File: src/hdl/assert_macros.svh
// Assertion macros shared by the regulator RTL files.
// Included by every module that carries concurrent checks; depends on nothing.
`ifndef ASSERT_MACROS_SVH
`define ASSERT_MACROS_SVH
`ifndef SYNTHESIS
// Property must hold at every rising clock edge outside reset.
`define ASSERT_CLK(lbl, clk_s, rstn_s, prop, msg) \
    lbl: assert property (@(posedge clk_s) disable iff (!rstn_s) (prop)) else $error(msg);
// Condition must never be true at a rising clock edge outside reset.
`define ASSERT_NEVER(lbl, clk_s, rstn_s, cond, msg) \
    lbl: assert property (@(posedge clk_s) disable iff (!rstn_s) !(cond)) else $error(msg);
`else
`define ASSERT_CLK(lbl, clk_s, rstn_s, prop, msg)
`define ASSERT_NEVER(lbl, clk_s, rstn_s, cond, msg)
`endif
`endif

File: src/hdl/ptfr_pkg.sv
// Shared widths, constants, register indexes and interface types of the regulator.
// Used by ptfr_div, pid_temperature_fan_regulator and the testbench; depends on nothing.
`default_nettype none

package ptfr_pkg;

    // Field and datapath widths.
    localparam int TEMP_W   = 12;
    localparam int ERR_W    = 13;
    localparam int DERR_W   = 14;
    localparam int TS_W     = 32;
    localparam int GAIN_W   = 16;
    localparam int LIM_W    = 41;
    localparam int SUM_W    = 47;
    localparam int ACC_W    = 58;
    localparam int MUL_A_W  = 33;
    localparam int MUL_B_W  = 31;
    localparam int PROD_W   = 64;
    localparam int NUM_W    = 49;
    localparam int REM_W    = 32;
    localparam int CNT_W    = 6;
    localparam int FAN_W    = 8;
    localparam int CFG_W    = 41;
    localparam int IDX_W    = 3;
    localparam int S_DATA_W = 48;
    localparam int M_DATA_W = 8;

    // Integral is multiplied in two halves split at this bit.
    localparam int INTG_SPLIT = 24;

    // Configuration register indexes.
    localparam logic [IDX_W-1:0] REG_SETPOINT = 3'd0;
    localparam logic [IDX_W-1:0] REG_KP       = 3'd1;
    localparam logic [IDX_W-1:0] REG_KI       = 3'd2;
    localparam logic [IDX_W-1:0] REG_KD       = 3'd3;
    localparam logic [IDX_W-1:0] REG_UPPER    = 3'd4;
    localparam logic [IDX_W-1:0] REG_LOWER    = 3'd5;
    localparam logic [IDX_W-1:0] REG_ENABLE   = 3'd6;

    // Register reset values.
    localparam logic [TEMP_W-1:0] SETPOINT_RST = 12'd320;
    localparam logic [GAIN_W-1:0] KP_RST       = 16'd100;
    localparam logic [GAIN_W-1:0] KI_RST       = 16'd10;
    localparam logic [GAIN_W-1:0] KD_RST       = 16'd0;
    localparam logic [LIM_W-1:0]  UPPER_RST    = 41'd1600000;
    localparam logic [LIM_W-1:0]  LOWER_RST    = 41'h1FF_FFE7_9600;

    // Arithmetic constants.
    localparam logic [TS_W-1:0]  FIRST_DT     = 32'd100;
    localparam logic [MUL_A_W-1:0] KP_SCALE   = 33'd1000;
    localparam logic [MUL_A_W-1:0] KD_SCALE   = 33'd1000000;
    localparam logic [REM_W-1:0] OUT_DIVISOR  = 32'd1600000;
    localparam int   OUT_SHIFT    = 8;
    localparam logic [ACC_W-1:0] OUT_LIMIT    = 58'd409600000;
    localparam logic [FAN_W-1:0] FAN_MAX      = 8'hFF;

    // Divider iteration counts: derivative quotient and final scaling.
    localparam logic [CNT_W-1:0] ITERS_DERIV  = 6'd49;
    localparam logic [CNT_W-1:0] ITERS_OUT    = 6'd8;

    // Divider request and status.
    typedef struct packed {
        logic             start;
        logic [CNT_W-1:0] iters;
    } div_ctl_t;

    typedef struct packed {
        logic busy;
        logic done;
    } div_sts_t;

endpackage

`default_nettype wire

File: src/hdl/ptfr_div.sv
// Restoring serial divider, one quotient bit per cycle, for the regulator.
// Depends on ptfr_pkg and assert_macros.svh.
`default_nettype none
`include "assert_macros.svh"

module ptfr_div
(
    input  wire logic                        clk,
    input  wire logic                        rst_n,
    input  wire ptfr_pkg::div_ctl_t          ctl,
    input  wire logic [ptfr_pkg::NUM_W-1:0]  dividend,
    input  wire logic [ptfr_pkg::REM_W-1:0]  rem_init,
    input  wire logic [ptfr_pkg::REM_W-1:0]  divisor,
    output ptfr_pkg::div_sts_t               sts,
    output logic      [ptfr_pkg::NUM_W-1:0]  quotient,
    output logic      [ptfr_pkg::REM_W-1:0]  remainder
);

    logic                          busy_reg;
    logic                          done_reg;
    logic [ptfr_pkg::CNT_W-1:0]    cnt_reg;
    logic [ptfr_pkg::NUM_W-1:0]    dq_reg;
    logic [ptfr_pkg::NUM_W-1:0]    dq_next;
    logic [ptfr_pkg::REM_W-1:0]    rem_reg;
    logic [ptfr_pkg::REM_W-1:0]    rem_next;
    logic [ptfr_pkg::REM_W-1:0]    dvs_reg;
    logic [ptfr_pkg::REM_W:0]      trial;
    logic [ptfr_pkg::REM_W:0]      diff;
    logic                          ge;

    // One restoring step: shift in the next dividend bit and try a subtract.
    always_comb
    begin
        trial    = {rem_reg, dq_reg[ptfr_pkg::NUM_W-1]};
        diff     = trial - {1'b0, dvs_reg};
        ge       = (trial >= {1'b0, dvs_reg});
        rem_next = ge ? diff[ptfr_pkg::REM_W-1:0] : trial[ptfr_pkg::REM_W-1:0];
        dq_next  = {dq_reg[ptfr_pkg::NUM_W-2:0], ge};
    end

    // Iteration control; done pulses for one cycle after the last step.
    always_ff @(posedge clk or negedge rst_n)
    begin
        if (!rst_n)
        begin
            busy_reg <= 1'b0;
            done_reg <= 1'b0;
            cnt_reg  <= '0;
        end
        else if (ctl.start)
        begin
            busy_reg <= 1'b1;
            done_reg <= 1'b0;
            cnt_reg  <= ctl.iters;
        end
        else if (busy_reg)
        begin
            cnt_reg <= cnt_reg - 1'b1;
            if (cnt_reg == ptfr_pkg::CNT_W'(1))
            begin
                busy_reg <= 1'b0;
                done_reg <= 1'b1;
            end
        end
        else
        begin
            done_reg <= 1'b0;
        end
    end

    // Operand and partial result registers.
    always_ff @(posedge clk)
    begin
        if (ctl.start)
        begin
            dq_reg  <= dividend;
            rem_reg <= rem_init;
            dvs_reg <= divisor;
        end
        else if (busy_reg)
        begin
            dq_reg  <= dq_next;
            rem_reg <= rem_next;
        end
    end

    assign sts.busy  = busy_reg;
    assign sts.done  = done_reg;
    assign quotient  = dq_reg;
    assign remainder = rem_reg;

    `ASSERT_CLK(a_start_when_free, clk, rst_n, ctl.start |-> !busy_reg, "divider started while busy")
    `ASSERT_CLK(a_count_live, clk, rst_n, busy_reg |-> (cnt_reg != '0), "divider busy with zero count")
    `ASSERT_CLK(a_rem_below, clk, rst_n, busy_reg |-> (rem_reg < dvs_reg), "partial remainder not below divisor")
    `ASSERT_CLK(a_done_after_busy, clk, rst_n, done_reg |-> $past(busy_reg), "done without a running division")

endmodule

`default_nettype wire

File: config.mk
export PLATFORM = sky130hd
export DESIGN_NAME = ptfr_div
export DESIGN_NICKNAME = d
export VERILOG_FILES = /design/src/hdl/ptfr_pkg.sv /design/src/hdl/ptfr_div.sv
export VERILOG_INCLUDE_DIRS = /design/src /design/src/hdl
export SDC_FILE = /design/constraint.sdc
export NUM_CORES = 1
export LEC_CHECK = 0
export ABC_AREA = 1
export ABC_CLOCK_PERIOD_IN_PS = 5600
export BUFFER_PORTS_ARGS = -buffer_cell sky130_fd_sc_hd__buf_4
export CELL_PAD_IN_SITES_DETAIL_PLACEMENT = 1
export CELL_PAD_IN_SITES_GLOBAL_PLACEMENT = 2
export CORE_MARGIN = 2
export CORE_UTILIZATION = 30
export DETAILED_ROUTE_END_ITERATION = 7
export PLACE_DENSITY = 0.78
export SKIP_LAST_GASP = 1
export SLEW_MARGIN = 20
export SYNTH_ARGS = -nofsm -noshare
export SYNTH_HDL_FRONTEND = slang
export SYNTH_SLANG_ARGS = --single-unit
File: constraint.sdc
create_clock -name clk -period 5.6 [get_ports clk]
set_input_delay 0.84 -clock clk [delete_from_list [all_inputs] [get_ports clk]]
set_output_delay 0.84 -clock clk [all_outputs]
set_load 0.02 [all_outputs]
# --- After elaboration in Yosys (flattened, before gate mapping) ---
# Index checks and enable logic that the tools add are counted.
# Widths: inputs -> output; s select.
totals:
  regBits: 121
  inputBits: 122
  wordCells: 25
op_classes:
  n_eq_ne: 2
  n_reduce_logical: 1
  muxes: 13
  n_lt_le_gt_ge: 1
  add_sub_neg: 2
ops:
  columns: ["cell", "count"]
  rows:
  - ["$mux 49", 2]
  - ["$mux 32", 3]
  - ["$ge 33x32->1", 1]
  - ["$sub 32x32->32", 1]
  - ["$mux 6", 2]
  - ["$eq 6x1->1 const B", 1]
  - ["$mux 1", 6]
  - ["$sub 6x1->6 const B", 1]
  - ["$ne 3x2->1 const B", 1]
  - ["$reduce_bool 2->1", 1]

# --- Longest topological paths before layout ---
depth:
  word_depth: 4
  ltp_mapped: 17

# --- Worst setup path before layout ---
# No wires, ideal clock.
synth_timing:
  path_type: "input to register"
  start: "input ctl[6] (netlist name)"
  end: "register cnt_reg[1] (netlist name)"
  arrival_time_ns: 3.013
  t_required_ns: 5.368
  setup_time_ns: 0.232
  stages: 4
  n_path_buf: 1
  slack_ns: 2.355
  cell_sequence: "clkbuf_1 -> nor2_1 -> inv_1 -> o221ai_1"
synth_via:
  elab_chain_cells: 1
  word_cells_on_any_way: 2
synth_rtl:
  columns: ["item", "line_no", "source"]
  rows:
  - ["start: declaration", "ptfr_div.sv:10", "input wire ptfr_pkg::div_ctl_t ctl,"]
  - ["$mux 6 / $reduce_bool 2->1 (equally long branches)", null, null]
  - ["end signal: assignment", "ptfr_div.sv:54", "cnt_reg <= ctl.iters;"]
  - ["end signal: assignment", "ptfr_div.sv:58", "cnt_reg <= cnt_reg - 1'b1;"]
  - ["end: declaration", "ptfr_div.sv:21", "logic [ptfr_pkg::CNT_W-1:0] cnt_reg;"]
# Several ways; a longest one is shown, not always the timed one.
# A chain may end at the register's enable or synchronous reset.

# --- Final worst setup path ---
layout_timing:
  start: "register rem_reg (netlist bit remainder[2])"
  end: "register rem_reg (netlist bit remainder[25]), data pin"
layout_via:
  elab_chain_cells: 4
  word_cells_on_any_way: 5
layout_rtl:
  columns: ["item", "line_no", "source"]
  rows:
  - ["start: declaration", "ptfr_div.sv:24", "logic [ptfr_pkg::REM_W-1:0] rem_reg;"]
  - ["start signal: assignment", "ptfr_div.sv:77", "rem_reg <= rem_init;"]
  - ["start signal: assignment", "ptfr_div.sv:83", "rem_reg <= rem_next;"]
  - ["$sub 32x32->32 / $ge 33x32->1 (equally long branches)", "ptfr_div.sv:35, ptfr_div.sv:36", null]
  - ["$mux 32 (*)", "ptfr_div.sv:37", "rem_next = ge ? diff[ptfr_pkg::REM_W-1:0] : trial[ptfr_pkg::REM_W-1:0];"]
  - ["$mux 32 (*)", "ptfr_div.sv:80", "else if (busy_reg)"]
  - ["$mux 32 (*)", "ptfr_div.sv:74", "if (ctl.start)"]
# Every way passes the cells marked *; elsewhere a longest branch is shown, timed or not. The select of a mux whose other input is x is not followed.

==> impl_results.md <==
- Fin area: ~10000 um^2
- Most common cell after layout, fill and taps aside: nand2_1
- Critical setup path kind: reg2reg
- Post-synth net total: 1232
- Routed vias: 7398
- Commonest non-fill, non-tap cells in the layout: nand2_1, buf_4, inv_1, edfxtp_1, nand3_1
- Crit start category: register
- Least-Margin Pin Slew: approximately 1 ns
- Synth warn: 0
- Max FFs per register: between 40 and 50
- RSZ-0062 raised after global routing: no
- Worst R2R Start: remainder[2]$_DFFE_PP_
- Die Height: approximately 170 um
- R2R depth: 15
- Ys flop type: edfxtp_1
- Outcome: finished, final reports clean
- Starting density of the core: 0.3059
- Arrival @ worst endpoint: roughly 3.8 ns
- Fillers: between 3000 and 4000
- Slew headroom: 0.3350
- Setup crit end kind: register
- Average cell area after synthesis: about 7.4 um^2
- Core Area: about 26000 um^2
- CTS max path bufs: 2
- IR drop worst, VDD: 0.1843 mV
- HPWL after detailed placement: 20290 um
- Final period utilization: 0.6443
- Layout Area Growth over Synthesis: 29.84%
- Synth Cell Area: ~8000 um^2
- Antenna violations before repair: 0
- Largest net degree at the start of global routing: between 80 and 90
- Fmax: roughly 280 MHz
- Area of the multi-input gates: ~3600 um^2
- TritonCTS clock tree: done
- 1st-iter DRT viols: 342
- Total power draw: between 0.005 and 0.006 W
- Routed wire per std cell: approximately 16 um
- Setup TNS: 0 ns
- Post-CTS Setup Bufs: 0
- Detail Route Antenna Nets: 0
- IO Port Bufs: 204
- Share of flip-flops with an asynchronous set or reset: 0.06612
- Yosys reg bits: around 120
- Lkg Pwr: around 5.5 nW
- Number of enable flip-flop cells after synthesis: 113
- Layout cells sized above 1: 0.1991
- First-pass detailed-route iteration total: 6
- CTS Root Cell: clkbuf_16
- Final Setup Violations: 0
- Reg2reg setup slack: around 2 ns
- Hold bufs inserted after CTS: 0
- H-tree levels: 4
- Cts bufs inserted: 17
- CP max FO: 33
- Total gr overflow: 0
- Final hold vios: 0
- PwrDens: about 490 nW/um^2
- Die width: between 150 and 200 um
- Max Slew Vio Count: 0
- IO Pins: 205
- Worst-Skew Late Latency: between 0.4 and 0.5 ns
- Setup crit start: remainder[2]$_DFFE_PP_
- CP required: between 5 and 6 ns
- Final nets: about 1400
- ANT cells: 0
- Clock-pin slew on the worst setup and hold paths: 0.07 ns
- Synth cell types: 34
- Clk sinks: about 120
- Tmin final: ~3.6 ns
- Reg area: between 3000 and 4000 um^2
- Die area: 27890 um^2
- Final Skew: ~0.012 ns
- First-pass GRT wire length: about 42000 um
- Total Routing Usage GR: 0.1901
- Hold Crit Class: in2async
- Seq/Total Area, Yosys: 0.4508
- Cells after Synth: between 1000 and 1500
- DRC viols: 0
- CTS-repair resized insts: 0
- Max-cap violation count: 0
- DRT Wirelength: between 20000 and 30000 um
- Std cell rows: between 50 and 60
- Vias per inst: ~4.6
- Gp weighted congestion: about 0.83
- DP Area: 9771 um^2
- Vias in the first global route: 7839
- Critical R2R Capture: remainder[25]$_DFFE_PP_
## metrics by stage
step	util	hold slack, ns	cells	worst slack (ns)
6_report	0.3972	0.2130	1621	1.992
5_1_grt	0.3972	0.1989	1621	1.674
4_1_cts	0.3972	0.1965	1621	1.882
2_1_floorplan	-	0.4294	1075	2.355
3_3_place_gp	0.3749	0.4343	1589	2.116
3_5_place_dp	0.3749	0.4593	1589	1.909
## Yosys cell counts, types with 6 or more instances
master	count	area share
nand3b_1	25	0.024
nor2_1	49	0.023
buf_4	6	0.0057
clkbuf_1	16	0.0075
edfxtp_1	113	0.43
xnor2_1	15	0.016
ha_1	34	0.053
a21oi_1	17	0.011
inv_1	168	0.079
nand2_1	504	0.24
nand2_2	6	0.0047
nand4_1	11	0.0086
dfrtp_1	8	0.025
nand3_1	67	0.042
## metal layers
layer	global-route usage	part of all wire
met4	0.04535	0.013
met1	0.2393	0.46
met5	0	0
met3	0.06749	0.073
met2	0.3120	0.46
## final cells by class
class | count | area share
Inverter | 168 | 0.06105
Timing Repair Buffer | 209 | 0.1516
Multi-Input combinational cell | 756 | 0.3437
Clock buffer | 17 | 0.04110
Sequential cell | 121 | 0.3472
Tap cell | 335 | 0.04050
Clock inverter | 15 | 0.01487
## power by group
part	switching, W	internal, W	leakage, nW	total, W
Combinational	0.00165	0.000959	3.92	0.00261
Sequential	0.000139	0.00123	1.29	0.00137
Clock	0.000504	0.000629	0.283	0.00113
Total	0.00230	0.00282	5.50	0.00512
## worst max-delay path, cell delays in order, from the launching register on
cell      delay (ns)
edfxtp_1        0.42
ha_1            0.41
nand2_2         0.13
inv_1           0.04
nand2_1         0.08
nand2_1         0.07
nand2_1         0.08
nand3_2         0.12
nand2_2         0.10
nand2_2         0.06
nand2_2         0.55
nand2_2         0.62
nand2_1         0.42
nand2_1         0.10
nand2_1         0.08
nand2_1         0.05
## worst max-delay path by stage
| stage | to | depth (start not counted) | slack (ns) |
|---|---|---|---|
| 6_report | remainder[25]$_DFFE_PP_ | 15 | 1.99 |
| 5_1_grt | remainder[25]$_DFFE_PP_ | 15 | 1.67 |
| 4_1_cts | remainder[25]$_DFFE_PP_ | 15 | 1.88 |
| 3_5_place_dp | remainder[25]$_DFFE_PP_ | 15 | 1.91 |
| 3_3_place_gp | remainder[25]$_DFFE_PP_ | 15 | 2.12 |
| 2_1_floorplan | cnt_reg[1]$_DFFE_PN0P_ | 4 | 2.36 |
## cells by family after synthesis
logic type / count (synthesis) / synth area share
compound gates: 30 / 0.02276
xor+xnor: 16 / 0.01758
fa+ha+maj: 35 / 0.05588
buf+inv: 198 / 0.1030
flops: 121 / 0.4508
simple gates: 675 / 0.3500
Power figures use the tool's default switching activity.
